<file path="src/design/assert_macros.svh">
// Assertion macros shared by the priority lock design files.
// Included by the modules that check their own logic; no other dependencies.
`ifndef ASSERT_MACROS_SVH
`define ASSERT_MACROS_SVH

// Plain property, sampled on the rising edge, off during reset.
`define PLWL_ASSERT(lbl, clk, rstn, prop, msg) \
	lbl: assert property (@(posedge clk) disable iff (!rstn) (prop)) else $error(msg);

// Same-cycle implication.
`define PLWL_ASSERT_IMP(lbl, clk, rstn, ante, cons, msg) \
	lbl: assert property (@(posedge clk) disable iff (!rstn) (ante) |-> (cons)) \
		else $error(msg);

// Next-cycle implication.
`define PLWL_ASSERT_NXT(lbl, clk, rstn, ante, cons, msg) \
	lbl: assert property (@(posedge clk) disable iff (!rstn) (ante) |=> (cons)) \
		else $error(msg);

`endif

</file>
<file path="src/design/plwl_pkg.sv">
// Package for the priority lock with wait list: sizes, codes and shared types.
// No dependencies; used by every other design file but assert_macros.svh.
package plwl_pkg;

	localparam int WAIT_DEPTH = 16;
	localparam int ID_BITS    = 8;
	localparam int CNT_BITS   = $clog2(WAIT_DEPTH + 1);

	// Port field widths
	localparam int TASK_BITS   = 8;
	localparam int PRIO_BITS   = 32;
	localparam int STATUS_BITS = 3;
	localparam int WCNT_BITS   = 5;
	localparam int MODE_BITS   = 2;

	// Front-to-back queue
	localparam int Q_DEPTH    = 2;
	localparam int Q_PTR_BITS = (Q_DEPTH > 1) ? $clog2(Q_DEPTH) : 1;
	localparam int Q_CNT_BITS = $clog2(Q_DEPTH + 1);

	typedef enum logic [MODE_BITS-1:0] {
		LM_TIME_PREEMPT  = 2'd0,
		LM_FIXED_PREEMPT = 2'd1,
		LM_TIME_HOLD     = 2'd2,
		LM_FIXED_HOLD    = 2'd3
	} lock_mode_t;

	typedef enum logic {
		CMD_LOCK   = 1'b0,
		CMD_UNLOCK = 1'b1
	} cmd_t;

	typedef enum logic [STATUS_BITS-1:0] {
		ST_GRANTED   = 3'd0,
		ST_QUEUED    = 3'd1,
		ST_PREEMPTED = 3'd2,
		ST_HANDED    = 3'd3,
		ST_RELEASED  = 3'd4,
		ST_FULL      = 3'd5
	} status_t;

	typedef enum logic {
		BK_FETCH = 1'b0,
		BK_APPLY = 1'b1
	} back_state_t;

	// Classified word handed from front to back
	typedef struct packed {
		cmd_t                 cmd;
		logic [ID_BITS-1:0]   tid;
		logic [PRIO_BITS-1:0] prio;
		logic                 preempt;
	} op_t;

	// Back to wait row
	typedef struct packed {
		logic                 push;
		logic                 pop;
		logic [ID_BITS-1:0]   id;
		logic [PRIO_BITS-1:0] prio;
	} row_cmd_t;

	// Wait row to back
	typedef struct packed {
		logic [CNT_BITS-1:0]  count;
		logic                 full;
		logic [ID_BITS-1:0]   head_id;
		logic [PRIO_BITS-1:0] head_prio;
	} row_stat_t;

endpackage

</file>
<file path="src/design/plwl_ifs.sv">
// Channel interfaces of the priority lock: request, response and config write.
// Depends on plwl_pkg for field widths.
interface plwl_req_if;
	logic                           valid;
	logic                           ready;
	logic                           cmd;
	logic [plwl_pkg::TASK_BITS-1:0] task_id;
	logic [plwl_pkg::PRIO_BITS-1:0] fixed_priority;
	logic [plwl_pkg::PRIO_BITS-1:0] arrival_time;

	modport source (output valid, cmd, task_id, fixed_priority, arrival_time, input ready);
	modport sink (input valid, cmd, task_id, fixed_priority, arrival_time, output ready);
endinterface

interface plwl_rsp_if;
	logic                             valid;
	logic                             ready;
	logic [plwl_pkg::STATUS_BITS-1:0] status;
	logic [plwl_pkg::TASK_BITS-1:0]   owner_id;
	logic                             locked;
	logic [plwl_pkg::TASK_BITS-1:0]   paused_id;
	logic [plwl_pkg::WCNT_BITS-1:0]   wait_count;

	modport source (output valid, status, owner_id, locked, paused_id, wait_count, input ready);
	modport sink (input valid, status, owner_id, locked, paused_id, wait_count, output ready);
endinterface

interface plwl_cfg_if;
	logic                           valid;
	logic                           ready;
	logic [plwl_pkg::MODE_BITS-1:0] data;

	modport source (output valid, data, input ready);
	modport sink (input valid, data, output ready);
endinterface

</file>
<file path="src/design/plwl_front.sv">
// Front part: holds the lock mode, accepts request words and classifies them.
// Depends on plwl_pkg and the channel interfaces in plwl_ifs.sv.
module plwl_front (
	input  logic              clk,
	input  logic              arst_n,
	plwl_cfg_if.sink          cfg,
	plwl_req_if.sink          req,
	output logic              push_valid,
	input  logic              push_ready,
	output plwl_pkg::op_t     push_data
);

	plwl_pkg::lock_mode_t mode_q;
	logic                 time_based;

	always_ff @(posedge clk or negedge arst_n) begin
		if (!arst_n) begin
			mode_q <= plwl_pkg::LM_FIXED_HOLD;
		end else if (cfg.valid) begin
			mode_q <= plwl_pkg::lock_mode_t'(cfg.data);
		end
	end

	assign cfg.ready = 1'b1;

	always_comb begin
		time_based = (mode_q == plwl_pkg::LM_TIME_PREEMPT) ||
			(mode_q == plwl_pkg::LM_TIME_HOLD);
		push_data.cmd     = plwl_pkg::cmd_t'(req.cmd);
		push_data.tid     = plwl_pkg::ID_BITS'(req.task_id);
		push_data.prio    = time_based ? req.arrival_time : req.fixed_priority;
		push_data.preempt = (mode_q == plwl_pkg::LM_TIME_PREEMPT) ||
			(mode_q == plwl_pkg::LM_FIXED_PREEMPT);
	end

	assign push_valid = req.valid;
	assign req.ready  = push_ready;

endmodule

</file>
<file path="src/design/plwl_fifo.sv">
// Short queue of classified words between the front and back parts.
// Depends on plwl_pkg for op_t and the queue depth.
module plwl_fifo (
	input  logic          clk,
	input  logic          arst_n,
	input  logic          push_valid,
	output logic          push_ready,
	input  plwl_pkg::op_t push_data,
	output logic          pop_valid,
	input  logic          pop_ready,
	output plwl_pkg::op_t pop_data
);

	plwl_pkg::op_t                   ent_q [plwl_pkg::Q_DEPTH];
	logic [plwl_pkg::Q_PTR_BITS-1:0] wr_ptr_q;
	logic [plwl_pkg::Q_PTR_BITS-1:0] rd_ptr_q;
	logic [plwl_pkg::Q_CNT_BITS-1:0] cnt_q;
	logic                            do_push;
	logic                            do_pop;

	assign push_ready = (cnt_q != plwl_pkg::Q_CNT_BITS'(plwl_pkg::Q_DEPTH));
	assign pop_valid  = (cnt_q != '0);
	assign pop_data   = ent_q[rd_ptr_q];
	assign do_push    = push_valid && push_ready;
	assign do_pop     = pop_valid && pop_ready;

	always_ff @(posedge clk) begin
		if (do_push) begin
			ent_q[wr_ptr_q] <= push_data;
		end
	end

	always_ff @(posedge clk or negedge arst_n) begin
		if (!arst_n) begin
			wr_ptr_q <= '0;
			rd_ptr_q <= '0;
			cnt_q    <= '0;
		end else begin
			if (do_push) begin
				wr_ptr_q <= (wr_ptr_q == plwl_pkg::Q_PTR_BITS'(plwl_pkg::Q_DEPTH - 1)) ?
					'0 : wr_ptr_q + 1'b1;
			end
			if (do_pop) begin
				rd_ptr_q <= (rd_ptr_q == plwl_pkg::Q_PTR_BITS'(plwl_pkg::Q_DEPTH - 1)) ?
					'0 : rd_ptr_q + 1'b1;
			end
			if (do_push && !do_pop) begin
				cnt_q <= cnt_q + 1'b1;
			end else if (!do_push && do_pop) begin
				cnt_q <= cnt_q - 1'b1;
			end
		end
	end

endmodule

</file>
<file path="src/design/plwl_wait_row.sv">
// Sorted row of wait cells: insert behind equal priorities, pop from the head.
// Depends on plwl_pkg and assert_macros.svh.
`include "assert_macros.svh"

module plwl_wait_row (
	input  logic                clk,
	input  logic                arst_n,
	input  plwl_pkg::row_cmd_t  cmd,
	output plwl_pkg::row_stat_t stat
);

	localparam int N = plwl_pkg::WAIT_DEPTH;

	logic [plwl_pkg::ID_BITS-1:0]   id_q   [N];
	logic [plwl_pkg::PRIO_BITS-1:0] prio_q [N];
	logic [plwl_pkg::CNT_BITS-1:0]  count_q;

	logic [N-1:0]                   le;
	logic [N-1:0]                   prev_le;
	logic [plwl_pkg::ID_BITS-1:0]   up_id   [N];
	logic [plwl_pkg::PRIO_BITS-1:0] up_prio [N];
	logic [plwl_pkg::ID_BITS-1:0]   dn_id   [N];
	logic [plwl_pkg::PRIO_BITS-1:0] dn_prio [N];

	// le is a prefix mask: cells that stay put on insert
	always_comb begin
		for (int i = 0; i < N; i++) begin
			le[i] = (plwl_pkg::CNT_BITS'(i) < count_q) && (prio_q[i] <= cmd.prio);
		end
	end

	for (genvar i = 0; i < N; i++) begin : g_nbr
		if (i == 0) begin : g_first
			assign prev_le[i] = 1'b1;
			assign up_id[i]   = cmd.id;
			assign up_prio[i] = cmd.prio;
		end else begin : g_rest
			assign prev_le[i] = le[i-1];
			assign up_id[i]   = id_q[i-1];
			assign up_prio[i] = prio_q[i-1];
		end
		if (i == N - 1) begin : g_last
			assign dn_id[i]   = id_q[i];
			assign dn_prio[i] = prio_q[i];
		end else begin : g_inner
			assign dn_id[i]   = id_q[i+1];
			assign dn_prio[i] = prio_q[i+1];
		end
	end

	always_ff @(posedge clk) begin
		for (int i = 0; i < N; i++) begin
			if (cmd.push && !le[i]) begin
				if (prev_le[i]) begin
					id_q[i]   <= cmd.id;
					prio_q[i] <= cmd.prio;
				end else begin
					id_q[i]   <= up_id[i];
					prio_q[i] <= up_prio[i];
				end
			end else if (cmd.pop) begin
				id_q[i]   <= dn_id[i];
				prio_q[i] <= dn_prio[i];
			end
		end
	end

	always_ff @(posedge clk or negedge arst_n) begin
		if (!arst_n) begin
			count_q <= '0;
		end else if (cmd.push && !cmd.pop) begin
			count_q <= count_q + 1'b1;
		end else if (cmd.pop && !cmd.push) begin
			count_q <= count_q - 1'b1;
		end
	end

	assign stat.count     = count_q;
	assign stat.full      = (count_q == plwl_pkg::CNT_BITS'(N));
	assign stat.head_id   = id_q[0];
	assign stat.head_prio = prio_q[0];

	`PLWL_ASSERT_IMP(a_row_one_op, clk, arst_n, cmd.push, !cmd.pop, "push and pop together")
	`PLWL_ASSERT(a_row_bound, clk, arst_n, count_q <= plwl_pkg::CNT_BITS'(N), "row overfilled")
	`PLWL_ASSERT_NXT(a_row_grow, clk, arst_n, cmd.push, count_q == $past(count_q) + 1'b1,
		"push did not grow row")

endmodule

</file>
<file path="src/design/plwl_back.sv">
// Back part: lock holder state, decision and apply sequencer, result register.
// Depends on plwl_pkg, plwl_wait_row, plwl_rsp_if and assert_macros.svh.
`include "assert_macros.svh"

module plwl_back (
	input  logic          clk,
	input  logic          arst_n,
	input  logic          pop_valid,
	output logic          pop_ready,
	input  plwl_pkg::op_t pop_data,
	plwl_rsp_if.source    rsp
);

	plwl_pkg::back_state_t state_q;
	plwl_pkg::back_state_t state_nxt;

	logic                           lock_held_q;
	logic [plwl_pkg::ID_BITS-1:0]   holder_id_q;
	logic [plwl_pkg::PRIO_BITS-1:0] holder_prio_q;

	// Decision taken in fetch, carried out in apply
	plwl_pkg::status_t              dec_status_q;
	logic                           dec_held_q;
	logic [plwl_pkg::ID_BITS-1:0]   dec_hid_q;
	logic [plwl_pkg::PRIO_BITS-1:0] dec_hprio_q;
	logic                           dec_push_q;
	logic                           dec_pop_q;
	logic [plwl_pkg::ID_BITS-1:0]   dec_ins_id_q;
	logic [plwl_pkg::PRIO_BITS-1:0] dec_ins_prio_q;
	logic [plwl_pkg::ID_BITS-1:0]   dec_paused_q;

	plwl_pkg::status_t              d_status;
	logic                           d_held;
	logic [plwl_pkg::ID_BITS-1:0]   d_hid;
	logic [plwl_pkg::PRIO_BITS-1:0] d_hprio;
	logic                           d_push;
	logic                           d_pop;
	logic [plwl_pkg::ID_BITS-1:0]   d_ins_id;
	logic [plwl_pkg::PRIO_BITS-1:0] d_ins_prio;
	logic [plwl_pkg::ID_BITS-1:0]   d_paused;

	logic                           out_valid_q;
	plwl_pkg::status_t              out_status_q;
	logic [plwl_pkg::TASK_BITS-1:0] out_owner_q;
	logic                           out_locked_q;
	logic [plwl_pkg::TASK_BITS-1:0] out_paused_q;
	logic [plwl_pkg::WCNT_BITS-1:0] out_wcnt_q;

	logic                           out_free;
	logic                           apply_en;
	logic [plwl_pkg::CNT_BITS-1:0]  count_after;
	plwl_pkg::row_cmd_t             row_cmd;
	plwl_pkg::row_stat_t            row_stat;

	plwl_wait_row u_row (
		.clk    (clk),
		.arst_n (arst_n),
		.cmd    (row_cmd),
		.stat   (row_stat)
	);

	assign out_free = !out_valid_q || rsp.ready;

	// Next state
	always_comb begin
		state_nxt = state_q;
		unique case (state_q)
			plwl_pkg::BK_FETCH: if (pop_valid) state_nxt = plwl_pkg::BK_APPLY;
			plwl_pkg::BK_APPLY: if (out_free) state_nxt = plwl_pkg::BK_FETCH;
			default:            state_nxt = plwl_pkg::BK_FETCH;
		endcase
	end

	// State outputs
	always_comb begin
		pop_ready = 1'b0;
		apply_en  = 1'b0;
		unique case (state_q)
			plwl_pkg::BK_FETCH: pop_ready = 1'b1;
			plwl_pkg::BK_APPLY: apply_en  = out_free;
			default: begin
				pop_ready = 1'b0;
				apply_en  = 1'b0;
			end
		endcase
	end

	always_ff @(posedge clk or negedge arst_n) begin
		if (!arst_n) begin
			state_q <= plwl_pkg::BK_FETCH;
		end else begin
			state_q <= state_nxt;
		end
	end

	// Decision against the state left by the previous word
	always_comb begin
		d_status   = plwl_pkg::ST_RELEASED;
		d_held     = lock_held_q;
		d_hid      = holder_id_q;
		d_hprio    = holder_prio_q;
		d_push     = 1'b0;
		d_pop      = 1'b0;
		d_ins_id   = pop_data.tid;
		d_ins_prio = pop_data.prio;
		d_paused   = '0;
		if (pop_data.cmd == plwl_pkg::CMD_LOCK) begin
			if (!lock_held_q) begin
				d_status = plwl_pkg::ST_GRANTED;
				d_held   = 1'b1;
				d_hid    = pop_data.tid;
				d_hprio  = pop_data.prio;
			end else if (row_stat.full) begin
				d_status = plwl_pkg::ST_FULL;
			end else if (pop_data.preempt && (holder_prio_q > pop_data.prio)) begin
				// old holder goes back into the row
				d_status   = plwl_pkg::ST_PREEMPTED;
				d_push     = 1'b1;
				d_ins_id   = holder_id_q;
				d_ins_prio = holder_prio_q;
				d_hid      = pop_data.tid;
				d_hprio    = pop_data.prio;
				d_paused   = holder_id_q;
			end else begin
				d_status = plwl_pkg::ST_QUEUED;
				d_push   = 1'b1;
				d_paused = pop_data.tid;
			end
		end else begin
			if (lock_held_q && (row_stat.count != '0)) begin
				d_status = plwl_pkg::ST_HANDED;
				d_pop    = 1'b1;
				d_hid    = row_stat.head_id;
				d_hprio  = row_stat.head_prio;
			end else begin
				d_status = plwl_pkg::ST_RELEASED;
				d_held   = 1'b0;
			end
		end
	end

	always_ff @(posedge clk) begin
		if (pop_valid && pop_ready) begin
			dec_status_q   <= d_status;
			dec_held_q     <= d_held;
			dec_hid_q      <= d_hid;
			dec_hprio_q    <= d_hprio;
			dec_push_q     <= d_push;
			dec_pop_q      <= d_pop;
			dec_ins_id_q   <= d_ins_id;
			dec_ins_prio_q <= d_ins_prio;
			dec_paused_q   <= d_paused;
		end
	end

	always_comb begin
		row_cmd.push = apply_en && dec_push_q;
		row_cmd.pop  = apply_en && dec_pop_q;
		row_cmd.id   = dec_ins_id_q;
		row_cmd.prio = dec_ins_prio_q;
		count_after  = row_stat.count;
		if (dec_push_q) begin
			count_after = row_stat.count + 1'b1;
		end else if (dec_pop_q) begin
			count_after = row_stat.count - 1'b1;
		end
	end

	always_ff @(posedge clk or negedge arst_n) begin
		if (!arst_n) begin
			lock_held_q   <= 1'b0;
			holder_id_q   <= '0;
			holder_prio_q <= '0;
			out_valid_q   <= 1'b0;
		end else begin
			if (apply_en) begin
				lock_held_q   <= dec_held_q;
				holder_id_q   <= dec_hid_q;
				holder_prio_q <= dec_hprio_q;
				out_valid_q   <= 1'b1;
			end else if (rsp.ready) begin
				out_valid_q   <= 1'b0;
			end
		end
	end

	always_ff @(posedge clk) begin
		if (apply_en) begin
			out_status_q <= dec_status_q;
			out_owner_q  <= dec_held_q ? plwl_pkg::TASK_BITS'(dec_hid_q) : '0;
			out_locked_q <= dec_held_q;
			out_paused_q <= plwl_pkg::TASK_BITS'(dec_paused_q);
			out_wcnt_q   <= plwl_pkg::WCNT_BITS'(count_after);
		end
	end

	assign rsp.valid      = out_valid_q;
	assign rsp.status     = out_status_q;
	assign rsp.owner_id   = out_owner_q;
	assign rsp.locked     = out_locked_q;
	assign rsp.paused_id  = out_paused_q;
	assign rsp.wait_count = out_wcnt_q;

	`PLWL_ASSERT_IMP(a_no_push_full, clk, arst_n, row_cmd.push, !row_stat.full,
		"insert into a full row")
	`PLWL_ASSERT_IMP(a_no_pop_empty, clk, arst_n, row_cmd.pop, row_stat.count != '0,
		"pop from an empty row")
	`PLWL_ASSERT_IMP(a_wait_needs_holder, clk, arst_n, row_stat.count != '0, lock_held_q,
		"waiters while the lock is free")

endmodule

</file>
<file path="src/design/priority_lock_with_wait_list.sv">
// Top level of the priority lock with wait list.
// Depends on plwl_pkg, plwl_ifs.sv, plwl_front, plwl_fifo and plwl_back.
//
//  channel  dir  modport  word
//  cfg      in   sink     lock_mode (2 bits), taken any cycle
//  req      in   sink     cmd, task_id, fixed_priority, arrival_time
//  rsp      out  source   status, owner_id, locked, paused_id, wait_count
//
// Each word passes the back states fetch/decide and then apply, and the
// back part takes no new word until it has applied the last; apply waits on rsp.
// The front queue holds two words while the back part or rsp stalls.
// Reset clears the lock, the wait count and the mode (fixed nonpreemptive);
// wait cells are not cleared and there is no clearing pass.
module priority_lock_with_wait_list (
	input logic        clk,
	input logic        arst_n,
	plwl_cfg_if.sink   cfg,
	plwl_req_if.sink   req,
	plwl_rsp_if.source rsp
);

	logic          fe_valid;
	logic          fe_ready;
	plwl_pkg::op_t fe_data;
	logic          be_valid;
	logic          be_ready;
	plwl_pkg::op_t be_data;

	plwl_front u_front (
		.clk        (clk),
		.arst_n     (arst_n),
		.cfg        (cfg),
		.req        (req),
		.push_valid (fe_valid),
		.push_ready (fe_ready),
		.push_data  (fe_data)
	);

	plwl_fifo u_fifo (
		.clk        (clk),
		.arst_n     (arst_n),
		.push_valid (fe_valid),
		.push_ready (fe_ready),
		.push_data  (fe_data),
		.pop_valid  (be_valid),
		.pop_ready  (be_ready),
		.pop_data   (be_data)
	);

	plwl_back u_back (
		.clk       (clk),
		.arst_n    (arst_n),
		.pop_valid (be_valid),
		.pop_ready (be_ready),
		.pop_data  (be_data),
		.rsp       (rsp)
	);

endmodule
</file>
<file path="src/flat_wrapper.sv">
// flat-port wrapper written by rule: the top's interface ports become plain ports
module priority_lock_with_wait_list_flat 
  (clk, arst_n, cfg_valid, cfg_data, cfg_ready, req_valid, req_cmd, req_task_id, req_fixed_priority, req_arrival_time, req_ready, rsp_valid, rsp_status, rsp_owner_id, rsp_locked, rsp_paused_id, rsp_wait_count, rsp_ready);
  plwl_cfg_if cfg_i ();
  plwl_req_if req_i ();
  plwl_rsp_if rsp_i ();
  input logic clk;
  input logic arst_n;
  input wire logic [$bits(cfg_i.valid)-1:0] cfg_valid;
  input wire logic [$bits(cfg_i.data)-1:0] cfg_data;
  output wire logic [$bits(cfg_i.ready)-1:0] cfg_ready;
  input wire logic [$bits(req_i.valid)-1:0] req_valid;
  input wire logic [$bits(req_i.cmd)-1:0] req_cmd;
  input wire logic [$bits(req_i.task_id)-1:0] req_task_id;
  input wire logic [$bits(req_i.fixed_priority)-1:0] req_fixed_priority;
  input wire logic [$bits(req_i.arrival_time)-1:0] req_arrival_time;
  output wire logic [$bits(req_i.ready)-1:0] req_ready;
  output wire logic [$bits(rsp_i.valid)-1:0] rsp_valid;
  output wire logic [$bits(rsp_i.status)-1:0] rsp_status;
  output wire logic [$bits(rsp_i.owner_id)-1:0] rsp_owner_id;
  output wire logic [$bits(rsp_i.locked)-1:0] rsp_locked;
  output wire logic [$bits(rsp_i.paused_id)-1:0] rsp_paused_id;
  output wire logic [$bits(rsp_i.wait_count)-1:0] rsp_wait_count;
  input wire logic [$bits(rsp_i.ready)-1:0] rsp_ready;
  assign cfg_i.valid = cfg_valid;
  assign cfg_i.data = cfg_data;
  assign cfg_ready = cfg_i.ready;
  assign req_i.valid = req_valid;
  assign req_i.cmd = req_cmd;
  assign req_i.task_id = req_task_id;
  assign req_i.fixed_priority = req_fixed_priority;
  assign req_i.arrival_time = req_arrival_time;
  assign req_ready = req_i.ready;
  assign rsp_valid = rsp_i.valid;
  assign rsp_status = rsp_i.status;
  assign rsp_owner_id = rsp_i.owner_id;
  assign rsp_locked = rsp_i.locked;
  assign rsp_paused_id = rsp_i.paused_id;
  assign rsp_wait_count = rsp_i.wait_count;
  assign rsp_i.ready = rsp_ready;
  priority_lock_with_wait_list u_core (.clk(clk), .arst_n(arst_n), .cfg(cfg_i), .req(req_i), .rsp(rsp_i));
endmodule
</file>
<file path="config.mk">
export PLATFORM = sky130hd
export DESIGN_NAME = priority_lock_with_wait_list_flat
export DESIGN_NICKNAME = d
export VERILOG_FILES = /design/src/design/plwl_pkg.sv /design/src/design/plwl_ifs.sv /design/src/design/plwl_front.sv /design/src/design/plwl_fifo.sv /design/src/design/plwl_wait_row.sv /design/src/design/plwl_back.sv /design/src/design/priority_lock_with_wait_list.sv /design/src/flat_wrapper.sv
export VERILOG_INCLUDE_DIRS = /design/src /design/src/design
export SDC_FILE = /design/constraint.sdc
export NUM_CORES = 2
export LEC_CHECK = 0
export ABC_AREA = 1
export BUFFER_PORTS_ARGS = -buffer_cell sky130_fd_sc_hd__buf_2
export CORE_UTILIZATION = 30
export CTS_BUF_LIST = sky130_fd_sc_hd__clkbuf_4 sky130_fd_sc_hd__clkbuf_8
export DETAILED_ROUTE_END_ITERATION = 10
export MAX_ROUTING_LAYER = met4
export SYNTH_ARGS = -nofsm -noshare
export SYNTH_HDL_FRONTEND = slang
export SYNTH_SLANG_ARGS = --single-unit
export TNS_END_PERCENT = 50
</file>
<file path="constraint.sdc">
create_clock -name clk -period 7.27 [get_ports clk]
set_input_delay 0.727 -clock clk [delete_from_list [all_inputs] [get_ports clk]]
set_output_delay 0.727 -clock clk [all_outputs]
set_load 0.02 [all_outputs]
</file>
# Yosys cells after proc, flatten, opt, wreduce, memory -nomap -nowiden
# Memories as Yosys holds them, arrays and structs flattened.
# Index checks and enable logic that the tools add are counted.
# W data, S select, Z words.
[classes]
n_lt_le_gt_ge = 33
n_eq_ne = 4
n_reduce_logical = 74
n_addsub = 6
bitwise_logic = 64
n_mux = 231
[op_table]
columns = ["op", "n"]
rows = [
  ["$mux W32", 41],
  ["$le A32 B32 Y1", 16],
  ["$mux W8", 40],
  ["$mux W1", 138],
  ["$or A1 B1 Y1", 62],
  ["$logic_and A1 B1 Y1", 42],
  ["$lt A4 B5 Y1 const A", 8],
  ["$gt A32 B32 Y1", 1],
  ["$logic_not A1 Y1", 21],
  ["$lt A3 B5 Y1 const A", 4],
  ["$mux W5", 4],
  ["$mux W3", 4],
  ["$lt A1 B5 Y1 const A", 2],
  ["$lt A2 B5 Y1 const A", 2],
  ["$reduce_bool A2 Y1", 4],
  ["$mux W2", 3],
  ["$add A5 B1 Y5 const B", 1],
  ["$eq A5 B5 Y1 const B", 1],
  ["$reduce_bool A5 Y1", 1],
  ["$sub A5 B1 Y5 const B", 1],
  ["$logic_or A1 B1 Y1", 3],
  ["$reduce_or A3 Y1", 1],
  ["$add A1 B1 Y1 const B", 2],
  ["$add A2 B1 Y2 const B", 1],
  ["8 further kinds", 9],
]
[totals]
memories = 3
register_bits = 173
ram_bits = 724
elab_cells = 439
output_inout_bits = 28
in_bits = 80
[mem_list]
columns = ["memory", "depth", "word_bits", "read_ports", "rd_ports_with_merged_regs", "wr", "line_no", "source"]
rows = [
  ["u_core.u_back.u_row.prio_q", 16, 32, 16, 0, 16, "plwl_wait_row.sv:15", "logic [plwl_pkg::PRIO_BITS-1:0] prio_q [N];"],
  ["u_core.u_back.u_row.id_q", 16, 8, 16, 0, 16, "plwl_wait_row.sv:14", "logic [plwl_pkg::ID_BITS-1:0] id_q [N];"],
  ["u_core.u_fifo.ent_q", 2, 42, 1, 0, 1, "plwl_fifo.sv:14", "plwl_pkg::op_t ent_q [plwl_pkg::Q_DEPTH];"],
]

# Longest topological paths before layout
[logic_depth]
ltp_word = 9
depth_mapped = 22
depth_no_buf = 20

# By module
# Synthesis repeated with hierarchy kept, for this count alone.
[unflattened]
hier_cells = 6872
hier_area_um2 = 59255.6
[modules_own_cells]
columns = ["mod", "instances", "area_per_inst_um2", "cells_per_inst", "seq_area_each_um2"]
rows = [
  ["plwl_wait_row", 1, 47058.9, 5597, 19343.6],
  ["plwl_back", 1, 8200.4, 900, 4649.5],
  ["plwl_fifo", 1, 3385.7, 248, 2622.5],
  ["plwl_front", 1, 610.6, 127, 52.6],
]

# Worst setup path after synthesis
# OpenSTA, ideal clock, no wires.
[synth_timing]
path_type = "flip-flop to flip-flop"
from = "register u_core.u_back.state_q"
to = "register u_core.u_fifo.cnt_q[1] (netlist name)"
synth_period_minus_slack_ps = 6364
arrival_time_ps = 6233
path_buffers = 0
slack_ps = 906
required_ps = 7139
setup_time_ps = 131
path_stages_with_launch = 7
cell_sequence = "dfrtp_1 > a21oi_1 > inv_1 > ha_1 > a21oi_1 > o21ai_0 > xor2_1"
[synth_between]
elab_chain_len = 5
elab_cells_between_ends = 7
cone_classes = "mux: 2; reduce/logical: 5"
[synth_rtl]
columns = ["element", "line_no", "source"]
rows = [
  ["start: declaration", "plwl_back.sv:14", "plwl_pkg::back_state_t state_q;"],
  ["start signal: assignment", "plwl_back.sv:90", "state_q <= plwl_pkg::BK_FETCH;"],
  ["start signal: assignment", "plwl_back.sv:92", "state_q <= state_nxt;"],
  ["$mux W1 *", "plwl_back.sv:78", "unique case (state_q)"],
  ["$logic_and A1 B1 Y1 *", "plwl_fifo.sv:25", "assign do_pop = pop_valid && pop_ready;"],
  ["named net u_core.u_fifo.do_pop", "plwl_fifo.sv:19", "logic do_pop;"],
  ["$logic_not A1 Y1", "plwl_fifo.sv:47", "if (do_push && !do_pop) begin"],
  ["$logic_and A1 B1 Y1", "plwl_fifo.sv:47", ""],
  ["$mux W2 / $reduce_bool A2 Y1 (equally long branches)", "-", ""],
  ["end signal: assignment", "plwl_fifo.sv:48", "cnt_q <= cnt_q + 1'b1;"],
  ["end signal: assignment", "plwl_fifo.sv:50", "cnt_q <= cnt_q - 1'b1;"],
  ["end: declaration", "plwl_fifo.sv:17", "logic [plwl_pkg::Q_CNT_BITS-1:0] cnt_q;"],
]
# Mark *: on every way through the listed nets, which the timed path passes. The rest lies on a longest branch.
# A chain may end at the register's enable or synchronous reset.

==> qor.txt <==
Fill cell count = 19,870
Number of global-route vias before repair = 49,460
Yosys top cell by area = edfxtp_1
Synth cell count leaders = nand3_1, nand2_1, edfxtp_1
Asr flop ratio synth = 6.020%
Post_cts resized = 0
Worst r2r src = u_core.u_back.dec_ins_prio_q[28]$_DFFE_PP_
Final hold vios = 0
Die Area = 196,900 µm²
Gr ovfl total = 0
Max Slew Vio Count = 0
CP max stage cell = nand3_2
Synthesized area = 58,530 µm²
Syn Area/Cell = 8.681 µm²
Sink Count = 897
Worst-margin pin slew = 1.378 ns
Pin count of the biggest net entering global routing = 140
Longest Clk Path Bufs = 3
Yosys reg bits = 897
Largest cells by area after synthesis = edfxtp_1, nand3_1, ha_1
Number of synthesized flops with an enable pin = 843
Initial antenna violation count = 1
Startpoint Class = flop
Reg area = 26,670 µm²
Syn Nets = 7,372
Die Y = 443.7 µm
Number of I/O pins = 108
Max-cap violation count = 0
Setup TNS = 0 ns
Layout Utilization = 33.31%
Port buffer count = 106
Design area = 64,350 µm²
Slowest stage delay, CP = 0.92 ns
Data required time at the worst endpoint = 7.89 ns
Number of core rows = 161
WS Path Type = flop to flop
RSZ-0062 raised after global routing = false
Setup skew after layout = 0.05232 ns
Slack of the worst reg-to-reg path = 1.79 ns
Die Span X = 443.7 µm
Yosys warning count = 0
Post-synth top area share = 43.25%
Antenna-violating nets left = 0
Hold EP = u_core.u_fifo.ent_q[1][18]$_DFFE_PP_
# hold bufs at CTS = 13
Post-DP HPWL = 131.7 mm
Post-synthesis sequential area ratio = 45.57%
Crit path max fanout = 82
Min-Delay Path Class = input pin to flop
Global-route wire length before repair = 291.2 mm
Drt drc = 0
Layout cells sized above 1 = 8.611%
Most common cell in the netlist = nand3_1
Part of the cycle the worst path needs = 75.43%
DRT iter0 DRCs = 5,409
Final WS setup = 1.786 ns
Root Buffer = clkbuf_8
Min-delay src = req_arrival_time[17]
Clock Latency Late Sink = 0.92 ns
Initial Utilization = 30.30%
Routability congestion estimate = 0.8874
Commonest register cell after synthesis = edfxtp_1
Critical Path AT = 6.10 ns
DRT Pass-1 Iters = 8
Hold Crit Depth = 3
Synth cell types = 47
Placed cell area = 61,030 µm²
H-tree depth = 4
Via density = 5.477
Min Tclk post-route = 5.484 ns
Final-stage net count = 7,314
CTS tree = built
Status = complete, no violations
Postcts setup bufs = 0
Routed wire per std cell = 20.07 µm
Peak Freq = 182.4 MHz
Post-synthesis instance total = 6,742
Crit-path most repeated cell = nand2_1
FF-to-FF path depth = 14
Setup violations, final = 0
Via Count = 51,110
Num CTS Buffers = 163
Multi-input logic area = 28,200 µm²
Reg2Reg Capture Point = u_core.u_back.u_row.id_q[0][51]$_DFFE_PP_
Slew HR = 7.134%
Critical Path, Cell by Cell = inv_1 > ha_1 > nand2_1 > nor2_1 > nand4_1 > nor3_2 > nand2_1 > nand2_1 > nand2_1 > nand2_2 > buf_4 > nand3_2 > nand3_1 > nand3_1
Routed WL = 187.3 mm
Area delta synth->final = 9.947%
Total GRT Usage = 19.06%
Crit path capture type = flop
Dpl ws = 1.913 ns
Worst-path clk slew = 0.06 ns
Total core area = 193,200 µm²
worst max-delay path: cells and delay by family (launching register included):
kind,cells,cell delay [ns]
AND/OR/NAND/NOR,11,2.42
buffers and inverters,2,1.36
flip-flops,1,0.82
adder cells (fa/ha/maj),1,0.51
flip-flops by register name, indices dropped and copies added, names as in the netlist, 32 cells and up:
register	count
u_core.u_back.holder_prio_q	32
u_core.u_back.dec_hprio_q	32
u_core.u_back.u_row.prio_q	512
u_core.u_back.u_row.id_q	128
u_core.u_fifo.ent_q	84
u_core.u_back.dec_ins_prio_q	32
logic make-up after synthesis:
| family | share of synthesized area, % |
|---|---|
| mux | 0.7012 |
| compound gates | 5.037 |
| flops | 45.57 |
| other cells | 0.006407 |
| xor+xnor | 0.1497 |
| fa+ha+maj | 11.76 |
| simple gates | 30.38 |
| buf+inv | 6.405 |
layer usage:
metal,vias to the layer above,track usage [%],wire (µm)
li1,23880,-,-
met2,2369,29.27,84410
met5,-,-,0
met4,0,6.168,4946
met1,24550,25.41,81740
met3,316,3.266,16220
per-stage QoR:
step	hold slack [ns]	cells
after floorplan	0.4003	6742
after global placement	0.4241	9032
after detailed placement	0.4237	9032
after CTS	0.01855	9331
after global routing	0.08436	9332
final	0.1128	9332
worst max path at each step:
| stage | cells after the start | to | start | slack [ns] |
|---|---|---|---|---|
| 5_1_grt | 14 | u_core.u_back.u_row.prio_q[0][212]$_DFFE_PP_ | u_core.u_back.dec_ins_prio_q[29]$_DFFE_PP_ | 1.52 |
| 6_report | 14 | u_core.u_back.u_row.id_q[0][51]$_DFFE_PP_ | u_core.u_back.dec_ins_prio_q[28]$_DFFE_PP_ | 1.79 |
| 2_1_floorplan | 6 | u_core.u_fifo.cnt_q[1]$_DFFE_PN0P_ | u_core.u_back.state_q$_DFF_PN0_ | 0.91 |
| 4_1_cts | 14 | u_core.u_back.u_row.id_q[0][51]$_DFFE_PP_ | u_core.u_back.dec_ins_prio_q[27]$_DFFE_PP_ | 1.90 |
| 3_3_place_gp | 14 | u_core.u_back.u_row.id_q[0][44]$_DFFE_PP_ | u_core.u_back.dec_ins_prio_q[27]$_DFFE_PP_ | 1.94 |
| 3_5_place_dp | 14 | u_core.u_back.u_row.id_q[0][48]$_DFFE_PP_ | u_core.u_back.dec_ins_prio_q[27]$_DFFE_PP_ | 1.91 |
cell type report:
type                    count  share of cell area (%)
well taps                2526                   4.912
diodes                      1                0.003889
clock inverters            70                  0.8361
repair buffers            243                   2.551
multi-input cells        4982                   43.82
inverters                 397                   2.318
clock buffers             216                   4.114
flip-flops and latches    897                   41.45
placed cells by master (no fill, tap or decap), types with 5 or more instances in the layout:
cell and instances:
nand3_1 1934, nand2_1 1409, edfxtp_1 843, ha_1 550, inv_1 381, a21oi_1 296, nor2_1 198, nand4_1 177
clkbuf_8 164, buf_4 120, buf_2 106, o21ai_0 92, clkbuf_4 52, dfrtp_1 51, mux2i_1 41, a22oi_1 40
nand2_2 37, clkinv_1 34, o21ai_1 33, o21a_1 32, nand3b_1 30, clkinv_2 18, nand3_2 17, inv_2 14
o21bai_1 13, dlygate4sd3_1 13, a21o_1 11, nor3_1 11, nor4_2 7, o22ai_1 7, xor2_1 7, bufinv_16 6
nand2_4 5, nor2_2 5, nor3_2 5
Power is not shown: default switching activity piles up to over one toggle a cycle in this logic, so the estimate is an artifact.
